<file path="config.mk">
export PLATFORM = sky130hd
export DESIGN_NAME = rssi_window_nearest_beacon_top
export DESIGN_NICKNAME = d
export VERILOG_FILES = /design/src/rtl/core/rwnb_pkg.sv /design/src/rtl/core/rwnb_front.sv /design/src/rtl/core/rwnb_fifo.sv /design/src/rtl/core/rwnb_div.sv /design/src/rtl/core/rwnb_back.sv /design/src/rtl/core/rssi_window_nearest_beacon_top.sv
export SDC_FILE = /design/constraint.sdc
export NUM_CORES = 1
export LEC_CHECK = 0
export ABC_CLOCK_PERIOD_IN_PS = 8900
export CAP_MARGIN = 20
export CORE_AREA = 3 3 252 254
export DETAILED_ROUTE_END_ITERATION = 12
export DIE_AREA = 0 0 255 257
export DONT_BUFFER_PORTS = 1
export GPL_TIMING_DRIVEN = 0
export PLACE_DENSITY = 0.53
export SETUP_SLACK_MARGIN = 0.2
export SYNTH_ARGS = -nofsm -noshare
export SYNTH_HDL_FRONTEND = slang
export SYNTH_SLANG_ARGS = --single-unit
</file>
<file path="constraint.sdc">
create_clock -name clk_i -period 8.9 [get_ports clk_i]
set_input_delay 0.89 -clock clk_i [delete_from_list [all_inputs] [get_ports clk_i]]
set_output_delay 0.89 -clock clk_i [all_outputs]
set_load 0.01 [all_outputs]
</file>
<file path="src/rtl/core/rwnb_pkg.sv">
// rwnb_pkg: shared types and constants of the nearest-beacon picker
// word layouts of both channels, the internal command, reset positions
// no dependencies
`default_nettype none

package rwnb_pkg;

  localparam int IDX_W    = 2;   // beacon index width
  localparam int DBM_W    = 8;   // signal strength width
  localparam int AVG_W    = 8;   // average width
  localparam int POS_W    = 10;  // position width, decimetres
  localparam int IDX_SPAN = 4;   // beacons an index can name, each with a position pair
  localparam int NUM_REGS = 2 * IDX_SPAN;
  localparam int APB_DW   = 32;
  localparam int APB_AW   = 5;   // 4*NUM_REGS bytes

  localparam logic AXIS_X = 1'b0;
  localparam logic AXIS_Y = 1'b1;

  localparam logic [POS_W-1:0] RESET_X [IDX_SPAN] = '{10'd13, 10'd112, 10'd113, 10'd56};
  localparam logic [POS_W-1:0] RESET_Y [IDX_SPAN] = '{10'd90, 10'd69, 10'd27, 10'd16};

  typedef struct packed {
    logic [IDX_W-1:0]        beacon_index;
    logic signed [DBM_W-1:0] signal_dbm;
  } in_word_t;

  typedef struct packed {
    logic [IDX_W-1:0]        nearest_index;
    logic signed [AVG_W-1:0] nearest_average;
    logic [POS_W-1:0]        position_x;
    logic [POS_W-1:0]        position_y;
    logic                    found;
  } out_word_t;

  // classified report handed from front to back
  typedef struct packed {
    logic                    ok;     // index names a tracked beacon
    logic [IDX_W-1:0]        index;
    logic signed [DBM_W-1:0] value;
  } cmd_t;

endpackage

`default_nettype wire

</file>
<file path="src/rtl/core/rwnb_front.sv">
// rwnb_front: input register stage, classifies each report
// uses rwnb_pkg (in_word_t, cmd_t); feeds rwnb_fifo
`default_nettype none

module rwnb_front #(
  parameter int NB = 4
) (
  input  wire                 clk_i,
  input  wire                 rst_ni,
  input  wire                 in_valid_i,
  input  rwnb_pkg::in_word_t  in_word_i,
  output logic                in_stall_o,
  input  wire                 full_i,
  output logic                push_o,
  output rwnb_pkg::cmd_t      cmd_o
);

  logic           hold_q, hold_d;
  rwnb_pkg::cmd_t cmd_q;
  logic           accept;

  assign in_stall_o = hold_q && full_i;
  assign accept     = in_valid_i && !in_stall_o;
  assign push_o     = hold_q && !full_i;
  assign cmd_o      = cmd_q;

  always_comb begin
    hold_d = hold_q;
    if (accept) begin
      hold_d = 1'b1;
    end else if (push_o) begin
      hold_d = 1'b0;
    end
  end

  always_ff @(posedge clk_i or negedge rst_ni) begin
    if (!rst_ni) begin
      hold_q <= 1'b0;
    end else begin
      hold_q <= hold_d;
    end
  end

  always_ff @(posedge clk_i) begin
    if (accept) begin
      cmd_q.ok    <= int'(in_word_i.beacon_index) < NB;
      cmd_q.index <= in_word_i.beacon_index;
      cmd_q.value <= in_word_i.signal_dbm;
    end
  end

endmodule

`default_nettype wire

</file>
<file path="src/rtl/core/rwnb_fifo.sv">
// rwnb_fifo: short command queue between front and back
// uses rwnb_pkg (cmd_t)
`default_nettype none

module rwnb_fifo #(
  parameter int DEPTH = 2
) (
  input  wire             clk_i,
  input  wire             rst_ni,
  input  wire             push_i,
  input  rwnb_pkg::cmd_t  data_i,
  input  wire             pop_i,
  output rwnb_pkg::cmd_t  data_o,
  output logic            full_o,
  output logic            empty_o
);

  localparam int PTR_W = (DEPTH > 1) ? $clog2(DEPTH) : 1;
  localparam int CNT_W = $clog2(DEPTH + 1);

  rwnb_pkg::cmd_t   entry_q [DEPTH];
  logic [PTR_W-1:0] wr_ptr_q, rd_ptr_q;
  logic [CNT_W-1:0] fill_q;
  logic             do_push, do_pop;

  assign full_o  = fill_q == CNT_W'(DEPTH);
  assign empty_o = fill_q == '0;
  assign do_push = push_i && !full_o;
  assign do_pop  = pop_i && !empty_o;
  assign data_o  = entry_q[rd_ptr_q];

  always_ff @(posedge clk_i or negedge rst_ni) begin
    if (!rst_ni) begin
      wr_ptr_q <= '0;
      rd_ptr_q <= '0;
      fill_q   <= '0;
    end else begin
      if (do_push) begin
        wr_ptr_q <= (wr_ptr_q == PTR_W'(DEPTH - 1)) ? '0 : wr_ptr_q + 1'b1;
      end
      if (do_pop) begin
        rd_ptr_q <= (rd_ptr_q == PTR_W'(DEPTH - 1)) ? '0 : rd_ptr_q + 1'b1;
      end
      if (do_push && !do_pop) begin
        fill_q <= fill_q + 1'b1;
      end else if (do_pop && !do_push) begin
        fill_q <= fill_q - 1'b1;
      end
    end
  end

  always_ff @(posedge clk_i) begin
    if (do_push) begin
      entry_q[wr_ptr_q] <= data_i;
    end
  end

endmodule

`default_nettype wire

</file>
<file path="src/rtl/core/rwnb_div.sv">
// rwnb_div: signed sum by unsigned count, truncated toward zero
// restoring division, four quotient bits a cycle; uses rwnb_pkg (AVG_W)
`default_nettype none

module rwnb_div #(
  parameter int SUM_W = 11,
  parameter int CNT_W = 3
) (
  input  wire                                 clk_i,
  input  wire                                 rst_ni,
  input  wire                                 start_i,
  input  wire signed [SUM_W-1:0]              dividend_i,
  input  wire        [CNT_W-1:0]              divisor_i,
  output logic                                done_o,
  output logic signed [rwnb_pkg::AVG_W-1:0]   quotient_o
);

  localparam int QB    = rwnb_pkg::AVG_W;  // quotient magnitude never exceeds 128
  localparam int BPC   = 4;
  localparam int NCYC  = QB / BPC;
  localparam int CYC_W = (NCYC > 1) ? $clog2(NCYC) : 1;
  localparam int EXT_W = SUM_W + CNT_W;

  logic             busy_q, done_q, neg_q;
  logic [CYC_W-1:0] cyc_q;
  logic [EXT_W-1:0] rem_q, dvs_q;
  logic [QB-1:0]    q_q;
  logic signed [QB-1:0] quot_q;

  logic [SUM_W-1:0] mag;
  logic [EXT_W-1:0] rem_n, dvs_n;
  logic [QB-1:0]    q_n;

  assign mag = dividend_i[SUM_W-1] ? (~dividend_i + 1'b1) : dividend_i;

  always_comb begin
    rem_n = rem_q;
    dvs_n = dvs_q;
    q_n   = q_q;
    for (int k = 0; k < BPC; k++) begin
      if (rem_n >= dvs_n) begin
        rem_n = rem_n - dvs_n;
        q_n   = {q_n[QB-2:0], 1'b1};
      end else begin
        q_n   = {q_n[QB-2:0], 1'b0};
      end
      dvs_n = dvs_n >> 1;
    end
  end

  always_ff @(posedge clk_i or negedge rst_ni) begin
    if (!rst_ni) begin
      busy_q <= 1'b0;
      done_q <= 1'b0;
      cyc_q  <= '0;
    end else begin
      done_q <= busy_q && !start_i && (cyc_q == CYC_W'(NCYC - 1));
      if (start_i) begin
        busy_q <= 1'b1;
        cyc_q  <= '0;
      end else if (busy_q) begin
        if (cyc_q == CYC_W'(NCYC - 1)) begin
          busy_q <= 1'b0;
        end else begin
          cyc_q <= cyc_q + 1'b1;
        end
      end
    end
  end

  always_ff @(posedge clk_i) begin
    if (start_i) begin
      rem_q <= EXT_W'(mag);
      dvs_q <= EXT_W'(divisor_i) << (QB - 1);
      q_q   <= '0;
      neg_q <= dividend_i[SUM_W-1];
    end else if (busy_q) begin
      rem_q  <= rem_n;
      dvs_q  <= dvs_n;
      q_q    <= q_n;
      quot_q <= neg_q ? $signed(~q_n + 1'b1) : $signed(q_n);
    end
  end

  assign done_o     = done_q;
  assign quotient_o = quot_q;

endmodule

`default_nettype wire

</file>
<file path="src/rtl/core/rwnb_back.sv">
// rwnb_back: window update, average and nearest-beacon search, result register
// uses rwnb_pkg and rwnb_div; pops commands from rwnb_fifo
`default_nettype none

module rwnb_back #(
  parameter int NB     = 4,
  parameter int WINDOW = 5
) (
  input  wire                             clk_i,
  input  wire                             rst_ni,
  input  wire                             fifo_empty_i,
  input  rwnb_pkg::cmd_t                  fifo_data_i,
  output logic                            fifo_pop_o,
  input  wire  [rwnb_pkg::POS_W-1:0]      pos_x_i [rwnb_pkg::IDX_SPAN],
  input  wire  [rwnb_pkg::POS_W-1:0]      pos_y_i [rwnb_pkg::IDX_SPAN],
  output logic                            out_valid_o,
  output rwnb_pkg::out_word_t             out_word_o,
  input  wire                             out_stall_i
);

  localparam int AVG_W  = rwnb_pkg::AVG_W;
  localparam int BI_W   = $clog2(NB);
  localparam int CNT_W  = $clog2(WINDOW + 1);
  localparam int SLOT_W = (WINDOW > 1) ? $clog2(WINDOW) : 1;
  localparam int SUM_W  = AVG_W + $clog2(WINDOW);
  localparam int DEPTH  = NB * WINDOW;
  localparam int ADDR_W = $clog2(DEPTH);

  typedef enum logic [2:0] {
    ST_IDLE, ST_RD, ST_UPD, ST_WAIT, ST_SCAN, ST_OUT
  } state_e;

  state_e state_q;

  logic [CNT_W-1:0]        cnt_q    [NB];
  logic [SLOT_W-1:0]       oldest_q [NB];
  logic signed [SUM_W-1:0] sum_q    [NB];
  logic signed [AVG_W-1:0] avg_q    [NB];

  logic [rwnb_pkg::IDX_W-1:0] b_q;
  logic signed [AVG_W-1:0]    v_q;
  logic                       div_start_q;
  logic [BI_W-1:0]            scan_q, best_q;
  logic signed [AVG_W-1:0]    best_avg_q;
  logic                       found_q;
  logic                       out_valid_q;
  rwnb_pkg::out_word_t        out_word_q;

  logic [AVG_W-1:0] store_q [DEPTH];
  logic [AVG_W-1:0] rd_q;

  logic [BI_W-1:0]         bi;
  logic                    full_cur;
  logic [CNT_W:0]          slot_sum, slot_wrap;
  logic [SLOT_W-1:0]       slot, slot_next;
  logic [ADDR_W-1:0]       addr;
  logic signed [SUM_W-1:0] v_ext, old_ext, sum_upd;
  logic                    take, out_free, any_reading;
  logic                    div_done;
  logic signed [AVG_W-1:0] div_quot;

  assign bi       = b_q[BI_W-1:0];
  assign full_cur = cnt_q[bi] == CNT_W'(WINDOW);

  // next slot: oldest + count, wrapped once; the oldest slot when the window is full
  assign slot_sum  = (CNT_W+1)'(oldest_q[bi]) + (CNT_W+1)'(cnt_q[bi]);
  assign slot_wrap = (slot_sum >= (CNT_W+1)'(WINDOW)) ? slot_sum - (CNT_W+1)'(WINDOW)
                                                       : slot_sum;
  assign slot      = full_cur ? oldest_q[bi] : SLOT_W'(slot_wrap);
  assign slot_next = (slot == SLOT_W'(WINDOW - 1)) ? '0 : slot + 1'b1;
  assign addr      = ADDR_W'(bi) * ADDR_W'(WINDOW) + ADDR_W'(slot);

  assign v_ext   = SUM_W'(v_q);
  assign old_ext = SUM_W'($signed(rd_q));
  assign sum_upd = full_cur ? sum_q[bi] - old_ext + v_ext : sum_q[bi] + v_ext;

  assign take = (cnt_q[scan_q] != '0) && (!found_q || avg_q[scan_q] > best_avg_q);

  assign out_free   = !out_valid_q || !out_stall_i;
  assign fifo_pop_o = (state_q == ST_IDLE) && !fifo_empty_i;

  always_comb begin
    any_reading = 1'b0;
    for (int i = 0; i < NB; i++) begin
      any_reading = any_reading || (cnt_q[i] != '0);
    end
  end

  rwnb_div #(
    .SUM_W (SUM_W),
    .CNT_W (CNT_W)
  ) u_div (
    .clk_i      (clk_i),
    .rst_ni     (rst_ni),
    .start_i    (div_start_q),
    .dividend_i (sum_q[bi]),
    .divisor_i  (cnt_q[bi]),
    .done_o     (div_done),
    .quotient_o (div_quot)
  );

  always_ff @(posedge clk_i) begin
    rd_q <= store_q[addr];
    if (state_q == ST_UPD) begin
      store_q[addr] <= v_q;
    end
  end

  always_ff @(posedge clk_i or negedge rst_ni) begin
    if (!rst_ni) begin
      state_q     <= ST_IDLE;
      div_start_q <= 1'b0;
      found_q     <= 1'b0;
      scan_q      <= '0;
      out_valid_q <= 1'b0;
      for (int i = 0; i < NB; i++) begin
        cnt_q[i]    <= '0;
        oldest_q[i] <= '0;
        sum_q[i]    <= '0;
      end
    end else begin
      // divider starts the cycle after the window update
      div_start_q <= (state_q == ST_UPD);
      if (out_valid_q && !out_stall_i && (state_q != ST_OUT)) begin
        out_valid_q <= 1'b0;
      end
      unique case (state_q)
        ST_IDLE: begin
          if (!fifo_empty_i) begin
            b_q     <= fifo_data_i.index;
            v_q     <= fifo_data_i.value;
            found_q <= 1'b0;
            scan_q  <= '0;
            state_q <= fifo_data_i.ok ? ST_RD : ST_SCAN;
          end
        end
        ST_RD: begin
          state_q <= ST_UPD;
        end
        ST_UPD: begin
          sum_q[bi] <= sum_upd;
          if (full_cur) begin
            oldest_q[bi] <= slot_next;
          end else begin
            cnt_q[bi] <= cnt_q[bi] + 1'b1;
          end
          state_q <= ST_WAIT;
        end
        ST_WAIT: begin
          if (div_done) begin
            avg_q[bi] <= div_quot;
            state_q   <= ST_SCAN;
          end
        end
        ST_SCAN: begin
          if (take) begin
            found_q    <= 1'b1;
            best_q     <= scan_q;
            best_avg_q <= avg_q[scan_q];
          end
          if (scan_q == BI_W'(NB - 1)) begin
            state_q <= ST_OUT;
          end else begin
            scan_q <= scan_q + 1'b1;
          end
        end
        ST_OUT: begin
          if (out_free) begin
            out_valid_q <= 1'b1;
            if (found_q) begin
              out_word_q.nearest_index   <= rwnb_pkg::IDX_W'(best_q);
              out_word_q.nearest_average <= best_avg_q;
              out_word_q.position_x      <= pos_x_i[rwnb_pkg::IDX_W'(best_q)];
              out_word_q.position_y      <= pos_y_i[rwnb_pkg::IDX_W'(best_q)];
              out_word_q.found           <= 1'b1;
            end else begin
              out_word_q <= '0;
            end
            state_q <= ST_IDLE;
          end
        end
        default: state_q <= ST_IDLE;
      endcase
    end
  end

  assign out_valid_o = out_valid_q;
  assign out_word_o  = out_word_q;

  // divider answers only while the back end waits for it
  a_div_done_in_wait: assert property (@(posedge clk_i) disable iff (!rst_ni)
    div_done |-> state_q == ST_WAIT)
    else $error("divider done outside wait state");

  // an update always leaves the beacon holding a reading
  a_upd_counts: assert property (@(posedge clk_i) disable iff (!rst_ni)
    state_q == ST_UPD |=> cnt_q[bi] != '0)
    else $error("reading count zero after update");

  // a found result names a beacon that holds readings
  a_best_holds: assert property (@(posedge clk_i) disable iff (!rst_ni)
    (state_q == ST_OUT) && found_q |-> (cnt_q[best_q] != '0) && any_reading)
    else $error("chosen beacon holds no reading");

endmodule

`default_nettype wire

</file>
<file path="src/rtl/core/rssi_window_nearest_beacon_top.sv">
// rssi_window_nearest_beacon_top: nearest beacon by windowed average signal strength
// uses rwnb_pkg, rwnb_front, rwnb_fifo, rwnb_back; holds the position registers
`default_nettype none

// Each input word is one signal strength report (dBm) for a beacon index. The
// block keeps the last WINDOW readings of each beacon with a count and a
// running sum, recomputes the truncated average of the reported beacon, then
// scans all beacons for the strictly greatest average (lower index wins a tie)
// and returns one result word per report: index, average, the configured
// position and a found flag (all zero when no beacon holds a reading). A report
// for an index at or above NUM_BEACONS is dropped but still yields a result.
// The back end takes one report at a time: a stored report passes pop, window
// read, update, divider wait, the scan of min(NUM_BEACONS, 4) beacons and
// result load, an ignored one only pop, scan and result load; the front stage
// and the queue let further reports be taken while a result waits on stall.
// Position registers sit on the APB-style port at byte address 4*i, x before
// y for each beacon; pready is tied high and reads return the stored value.

module rssi_window_nearest_beacon_top #(
  parameter int NUM_BEACONS = 4,
  parameter int WINDOW      = 5,
  parameter int QUEUE_DEPTH = 2
) (
  input  wire                               clk_i,
  input  wire                               rst_ni,
  // report channel
  input  wire                               in_valid_i,
  input  rwnb_pkg::in_word_t                in_word_i,
  output logic                              in_stall_o,
  // result channel
  output logic                              out_valid_o,
  output rwnb_pkg::out_word_t               out_word_o,
  input  wire                               out_stall_i,
  // configuration port
  input  wire                               psel,
  input  wire                               penable,
  input  wire                               pwrite,
  input  wire  [rwnb_pkg::APB_AW-1:0]       paddr,
  input  wire  [rwnb_pkg::APB_DW-1:0]       pwdata,
  output logic [rwnb_pkg::APB_DW-1:0]       prdata,
  output logic                              pready
);

  // the 2-bit index reaches at most four beacons
  localparam int NB_ACTIVE = (NUM_BEACONS < rwnb_pkg::IDX_SPAN) ? NUM_BEACONS
                                                                : rwnb_pkg::IDX_SPAN;
  localparam int POS_W = rwnb_pkg::POS_W;

  logic [POS_W-1:0] pos_x_q [rwnb_pkg::IDX_SPAN];
  logic [POS_W-1:0] pos_y_q [rwnb_pkg::IDX_SPAN];

  logic [$clog2(rwnb_pkg::NUM_REGS)-1:0] reg_idx;
  logic [rwnb_pkg::IDX_W-1:0]            reg_beacon;
  logic                                  reg_axis;
  logic                                  cfg_wr;
  logic [POS_W-1:0]                      rd_val;

  // queue hookup
  logic           push, full, empty, pop;
  rwnb_pkg::cmd_t push_cmd, pop_cmd;

  // register decode: word address, beacon in the upper bits, axis in the lsb
  assign reg_idx    = paddr[rwnb_pkg::APB_AW-1:2];
  assign reg_beacon = reg_idx[$clog2(rwnb_pkg::NUM_REGS)-1:1];
  assign reg_axis   = reg_idx[0];
  assign cfg_wr     = psel && penable && pwrite && pready;
  assign pready     = 1'b1;

  assign rd_val = (reg_axis == rwnb_pkg::AXIS_Y) ? pos_y_q[reg_beacon]
                                                 : pos_x_q[reg_beacon];
  assign prdata = {{(rwnb_pkg::APB_DW - POS_W){1'b0}}, rd_val};

  // writes for beacons the block does not track are dropped
  always_ff @(posedge clk_i or negedge rst_ni) begin
    if (!rst_ni) begin
      for (int i = 0; i < rwnb_pkg::IDX_SPAN; i++) begin
        pos_x_q[i] <= rwnb_pkg::RESET_X[i];
        pos_y_q[i] <= rwnb_pkg::RESET_Y[i];
      end
    end else if (cfg_wr && (int'(reg_beacon) < NUM_BEACONS)) begin
      if (reg_axis == rwnb_pkg::AXIS_X) begin
        pos_x_q[reg_beacon] <= pwdata[POS_W-1:0];
      end else begin
        pos_y_q[reg_beacon] <= pwdata[POS_W-1:0];
      end
    end
  end

  // front: register the report, flag indexes out of range
  rwnb_front #(
    .NB (NB_ACTIVE)
  ) u_front (
    .clk_i      (clk_i),
    .rst_ni     (rst_ni),
    .in_valid_i (in_valid_i),
    .in_word_i  (in_word_i),
    .in_stall_o (in_stall_o),
    .full_i     (full),
    .push_o     (push),
    .cmd_o      (push_cmd)
  );

  // queue: decouples report intake from the update and search
  rwnb_fifo #(
    .DEPTH (QUEUE_DEPTH)
  ) u_fifo (
    .clk_i   (clk_i),
    .rst_ni  (rst_ni),
    .push_i  (push),
    .data_i  (push_cmd),
    .pop_i   (pop),
    .data_o  (pop_cmd),
    .full_o  (full),
    .empty_o (empty)
  );

  // back: window store, divider, scan and result register
  rwnb_back #(
    .NB     (NB_ACTIVE),
    .WINDOW (WINDOW)
  ) u_back (
    .clk_i        (clk_i),
    .rst_ni       (rst_ni),
    .fifo_empty_i (empty),
    .fifo_data_i  (pop_cmd),
    .fifo_pop_o   (pop),
    .pos_x_i      (pos_x_q),
    .pos_y_i      (pos_y_q),
    .out_valid_o  (out_valid_o),
    .out_word_o   (out_word_o),
    .out_stall_i  (out_stall_i)
  );

endmodule

`default_nettype wire

</file>
Word level (Yosys, flattened, before mapping)
Memory sizes are Yosys's and may differ from the RTL's. A register that Yosys moved wholly into a read port is not among the register bits. Index checks and enable logic that the tools add are counted.

Memory bits (writable): 212. Memories kept: 3. Flip-flop bits (word level): 250. Output and inout bits: 66. Logic and storage cells: 246. Bits of input ports: 54.

$lt $le $gt $ge: 12. Bitwise operators: 10. Multiplexer cells: 89. $mul: 1. Add/sub/neg operators: 20. Equality and inequality tests: 16. Reductions and logical operators: 47.

Memory list: u_back.store_q (words 20, bits a word 8, rd ports 1, clocked after memory_dff 1, write ports 1, line rwnb_back.sv:49) `logic [AVG_W-1:0] store_q [DEPTH];`; u_back.avg_q (words 4, bits a word 8, rd ports 1, clocked after memory_dff 0, write ports 1, line rwnb_back.sv:38) `logic signed [AVG_W-1:0] avg_q [NB];`; u_fifo.entry_q (words 2, bits a word 10, rd ports 1, clocked after memory_dff 1, write ports 1, line rwnb_fifo.sv:21) `rwnb_pkg::cmd_t entry_q [DEPTH];`.

Operators by type and width (count): 2-to-1 mux 10 bit (12); binary-select mux 10 bit (select 2 bit) (4); bitwise mux 40 bit (2); 2-to-1 mux 11 bit (7); 2-to-1 mux 14 bit (4); 2-to-1 mux 3 bit (15); bitwise mux 44 bit (1); 2-to-1 mux 1 bit (27); bitwise mux 12 bit (2); adder 11 x 8 -> 11 bit (2); binary-select mux 11 bit (select 2 bit) (1); demux 11 bit (select 2 bit) (1); demux 10 bit (select 2 bit) (1); binary-select mux 3 bit (select 2 bit) (3); logical AND 1 bit (18); case mux 3 bit (6 select lines) (1); AND reduction 3 bit (5); greater-or-equal comparator 14 x 10 -> 1 bit (1); greater-or-equal comparator 14 x 7 -> 1 bit (1); greater-or-equal comparator 14 x 8 -> 1 bit (1); greater-or-equal comparator 14 x 9 -> 1 bit (1); subtractor 14 x 10 -> 14 bit (1); subtractor 14 x 7 -> 14 bit (1); subtractor 14 x 8 -> 14 bit (1); other kinds (40) (82).

Depth between registers and ports, before layout
Word-level depth: 11. Depth in mapped cells: 46. Gate-level depth less buffers: 43.

Hierarchy
Synthesis repeated with hierarchy kept, for this count alone.

Cell total of the unflattened synthesis: 1803. Area, all modules: 24489.7 µm².

Modules (own cells, without submodules): rwnb_back (cells each 995, area an instance 15036.9 µm², sequential area each 9359.0 µm², instances 1); rwnb_div (cells each 499, area an instance 4170.2 µm², sequential area each 1006.0 µm², instances 1); rssi_window_nearest_beacon_top (cells each 239, area an instance 3911.3 µm², sequential area each 2033.2 µm², instances 1); rwnb_fifo (cells each 53, area an instance 1002.2 µm², sequential area each 760.7 µm², instances 1); rwnb_front (cells each 17, area an instance 369.1 µm², sequential area each 325.3 µm², instances 1).

Worst setup path after synthesis
Ideal clock, no wire load.

Path type: reg2reg. From: reg u_back.u_div.rem_q[0]. To: reg u_back.u_div.quot_q[1] (netlist: u_back.u_div.quotient_o[1]) (data pin). Path buffers: 2. Period minus slack after synthesis: 8.792 ns. Cell stages (with the launch flop): 42. Setup slack: 0.108 ns. Data arrival time: 8.532 ns. Setup time: 0.260 ns. Required time: 8.640 ns. Path through: edfxtp_1 inv_1 ha_1 inv_1 fa_1 o21a_1 o221a_2 nor3_4 clkbuf_1 nor2_1 xor2_1 ha_1 nor2b_1 o21ai_0 nand2b_1 a211o_1 o211a_4 or3_4 [... 6 more ...] nand3_1 a22o_1 and3_1 nand3_4 inv_1 buf_1 mux2i_1 inv_1 fa_1 inv_1 a21oi_1 o211ai_1 or4_1 nand3_1 nand4_1 nor3_4 ha_1 mux2_2.

Word-level cells in the longest chain between the ends: 11. Elaborated cells between the ends (all ways): 15. Those cells by class: add/sub: 4; order compare: 4; mux: 6; bitwise: 1.

Ends and longest elaborated chain: from (decl) (line rwnb_div.sv:26) `logic [EXT_W-1:0] rem_q, dvs_q;`; from (signal assigned) (line rwnb_div.sv:73) `rem_q <= EXT_W'(mag);`; from (signal assigned) (line rwnb_div.sv:78) `rem_q <= rem_n;`; subtractor 14 x 10 -> 14 bit or greater-or-equal comparator 14 x 10 -> 1 bit (tied branches) (line rwnb_div.sv:42, rwnb_div.sv:41); 2-to-1 mux 14 bit (*) (line rwnb_div.sv:41) `if (rem_n >= dvs_n) begin`; subtractor 14 x 9 -> 14 bit or greater-or-equal comparator 14 x 9 -> 1 bit (tied branches) (line rwnb_div.sv:42, rwnb_div.sv:41); 2-to-1 mux 14 bit (*) (line rwnb_div.sv:41); subtractor 14 x 8 -> 14 bit or greater-or-equal comparator 14 x 8 -> 1 bit (tied branches) (line rwnb_div.sv:42, rwnb_div.sv:41); 2-to-1 mux 14 bit (line rwnb_div.sv:41); greater-or-equal comparator 14 x 7 -> 1 bit (line rwnb_div.sv:41); 2-to-1 mux 1 bit (line rwnb_div.sv:41); NOT 8 bit (line rwnb_div.sv:81) `quot_q <= neg_q ? $signed(~q_n + 1'b1) : $signed(q_n);`; adder 8 x 1 -> 8 bit (line rwnb_div.sv:81); 2-to-1 mux 8 bit (*) (line rwnb_div.sv:81); to (signal assigned) (line rwnb_div.sv:81); to (decl) (line rwnb_div.sv:28) `logic signed [QB-1:0] quot_q;`.

Mark *: on every way between the ends. The rest lies on a longest branch, timed or not. A chain may end at the register's enable or synchronous reset.

Worst setup path in the final report
Ends and elaborated chain as after synthesis.

==> impl_metrics.tcl <==
set metrics [dict create \
    status "complete, no violations" \
    met2_length_um 28900 \
    pin_count 120 \
    min_period_ns 8.46 \
    cp_slowest_cell "or4_4" \
    critPathCaptureType "flip-flop" \
    hpwl_um 42200 \
    synth_simple_gate_area_share_pct 10.3 \
    area_delta_synth_final_pct 16.0 \
    root_buffer "clkbuf_16" \
    max_cap_viol_count 0 \
    postRouteAntennaNets 0 \
    row_count 91 \
    path_class "flip-flop to flip-flop" \
    antenna_found_initial 1 \
    grt_pass1_vias 15800 \
    tightest_slew_ns 1.06 \
    cts.htree.levels 2 \
    die_h_um 257 \
    vias 15600 \
    synthDistinctLibCells 87 \
    slew_violations 0 \
    drt_iter0_markers 1027 \
    track_usage_pct 18.3 \
    grt_max_degree 140 \
    synth-xor-area-share_pct 2.00 \
    viasPerCell 5.49 \
    reg2reg_slack_ns 0.44 \
    synth_seq_cells 480 \
    diodes 0 \
    synth_area_mm2 0.0245 \
    hold_violations 0 \
    insertion_delay_ns 0.59 \
    met1_length_um 26600 \
    core_mm2 0.0615 \
    dr.pass1.iters 5 \
    syn-instance-count 1868 \
    fmaxAchievable_mhz 118 \
    startpoint_type "flip-flop" \
    die-area_mm2 0.0655 \
    start_util_pct 39.8 \
    grt_setup_unrepaired "true" \
    synth_area_per_cell_um2 13.1 \
    r2r-start "u_back.u_div.rem_q[0]$_DFFE_PP_" \
    critPathMaxStageDelay_ns 0.56 \
    hold_class "primary input to asynchronous set/reset pin" \
    clkTransAtPathRegs_ns 0.06 \
    routabilityCongestion 0.896 \
    cp_max_fo 10 \
    synth_compound_area_share_pct 8.14 \
    grt_pass1_wl_um 92700 \
    yosys_warnings 0 \
    cts_buffers 52 \
    skew_ns 0.0237 \
    ff2ff_path_depth 42 \
    cp_data_arrival_time_ns 8.80 \
    r2r_end "u_back.u_div.quotient_o[1]$_DFFE_PP_" \
    synthFlopType "edfxtp_1" \
    post-route-drc-count 0 \
    slew_headroom_pct 29.0 \
    fin_nets 2162 \
    port_buffers 0 \
    synth-seq-area-share_pct 54.8 \
    design_area_mm2 0.0284 \
    synthAdderAreaFrac_pct 5.24 \
    post_drt_wl_per_cell_um 21.1 \
    fp.dieW_um 255 \
    synth_mux_area_share_pct 16.2 \
    critPathRequiredTime_ns 9.24 \
    synth_edf_count 296 \
    gr-total-overflow 0 \
    fin_crit_sh_pct 95.1 \
    final_layout_size_suffix_gt1_share_pct 26.6 \
    wl_met3_um 2840 \
    synthArstFlopShare_pct 34.2 \
    wl_um 60200 \
    synth_top_family_by_area "multiplexers" \
    cts_tree "yes" \
    placed_area_mm2 0.0256 \
    cts.sink_count 480 \
    cts_buffer_depth 3 \
    highest_layer "met4" \
    setup_viol_count_final 0 \
]
==> Yosys cell counts, types with 20 or more instances <==
library cell	count	area, µm²
nand2_1	126	473
mux4_2	106	2390
dfstp_2	25	657
a21oi_1	72	360
inv_1	96	360
edfxtp_1	296	8890
dfrtp_1	139	3480
xor2_1	20	175
mux2i_1	23	230
xnor2_1	36	315
mux2_2	117	1320
nor3_1	20	100
nand3_1	27	135
o21ai_0	95	475
clkbuf_1	52	195
nor2b_1	24	150
nor2_1	122	458
and2_1	40	250
nand2b_1	20	125
ha_1	77	963
dfxtp_1	20	400
buf_4	23	173
==> cell families after synthesis <==
kind of cell,after synthesis
DFF,480
other,2
and+or+nand+nor,487
muxes,248
AOI/OAI and AO/OA,310
adders and majority gates,93
buffers and inverters,192
xor gates and xnor gates,56
==> critical path: cells and delay by family, from the launching register on <==
kind | cells | cell delay (ns)
simple gates | 14 | 2.56
mux | 3 | 0.77
compound gates | 9 | 1.84
buf+inv | 9 | 0.87
fa+ha+maj | 7 | 1.76
flops | 1 | 0.38
==> repair_timing <==
item,CTS,global route
hold buffers,1,0
setup endpoints to repair,148,188
buffers inserted,25,36
resized for setup,69,83
endpoints found under the hold margin,139,0
pin swaps,12,36
==> through the flow <==
stage          std cells  worst slack (ns)  hold WS, ns  utilization (%)  setup TNS, ns
2_1_floorplan       1889             0.210        0.421                -              0
3_3_place_gp        2679             -2.18        0.424             41.6         -54.47
3_5_place_dp        2686             -2.28        0.438             41.7         -60.84
4_1_cts             2809             0.161        0.119             45.2              0
5_1_grt             2848            0.0643        0.118             46.2              0
6_report            2848             0.440        0.156             46.2              0
==> per-layer routing <==
layer,global-route usage [%],vias up
met5,0,-
met2,29.8,375
met3,3.04,110
met4,6.16,0
li1,-,7288
met1,24.8,7849
==> cell type report <==
class	count	area, µm²
clock buffers	74	1450
well taps	790	988
flip-flops and latches	480	13400
plain buffers	94	503
clock inverters	23	196
repair buffers	72	591
multi-input cells	1217	10900
fillers	5504	33100
inverters	98	389
==> cells in the final DEF, fill, tap and decap left out, types with 18 or more instances in the layout <==
cell,n
and2_1,40
mux4_2,106
a21oi_1,68
nor2_1,100
mux2i_1,21
nand2b_1,20
o21ai_0,86
xor2_1,19
nand3_1,21
ha_1,61
dfxtp_1,18
mux2_2,116
xnor2_1,36
nand2_1,125
dfstp_2,25
clkbuf_1,63
inv_1,85
edfxtp_1,296
buf_4,83
or3_1,19
clkbuf_16,53
nor3_1,20
nor2b_1,24
conb_1,23
dfrtp_1,139
a211oi_1,18
==> registers in the layout, summed over array words and instances (netlist names), 10 cells and up <==
register / cells
pos_y_q: 40
u_back.avg_q: 32
u_back.store_q: 160
u_back.sum_q: 44
u_back.u_div.rem_q: 14
u_back.cnt_q: 12
u_front.cmd_o: 10
u_back.oldest_q: 12
u_back.out_word_o: 31
u_fifo.entry_q: 20
pos_x_q: 40
==> worst max path at each step <==
stage | start | depth (start not counted) | slack (ns) | endpoint
2_1_floorplan | u_back.u_div.rem_q[0]$_DFFE_PP_ | 41 | 0.21 | u_back.u_div.quotient_o[1]$_DFFE_PP_
3_3_place_gp | u_back.u_div.dvs_q[4]$_SDFFE_PP0P_ | 42 | -2.18 | u_back.u_div.quotient_o[1]$_DFFE_PP_
3_5_place_dp | u_back.u_div.dvs_q[4]$_SDFFE_PP0P_ | 42 | -2.28 | u_back.u_div.quotient_o[1]$_DFFE_PP_
4_1_cts | u_back.b_q[0]$_DFFE_PP_ | 21 | 0.16 | u_back.store_q[14][0]$_DFFE_PP_
5_1_grt | u_back.u_div.rem_q[0]$_DFFE_PP_ | 42 | 0.06 | u_back.u_div.rem_q[9]$_DFFE_PP_
6_report | u_back.u_div.rem_q[0]$_DFFE_PP_ | 42 | 0.44 | u_back.u_div.quotient_o[1]$_DFFE_PP_
Power is left out: the tool's default activity adds up to more than one toggle a clock period on the data nets, which glitch-free logic cannot reach.
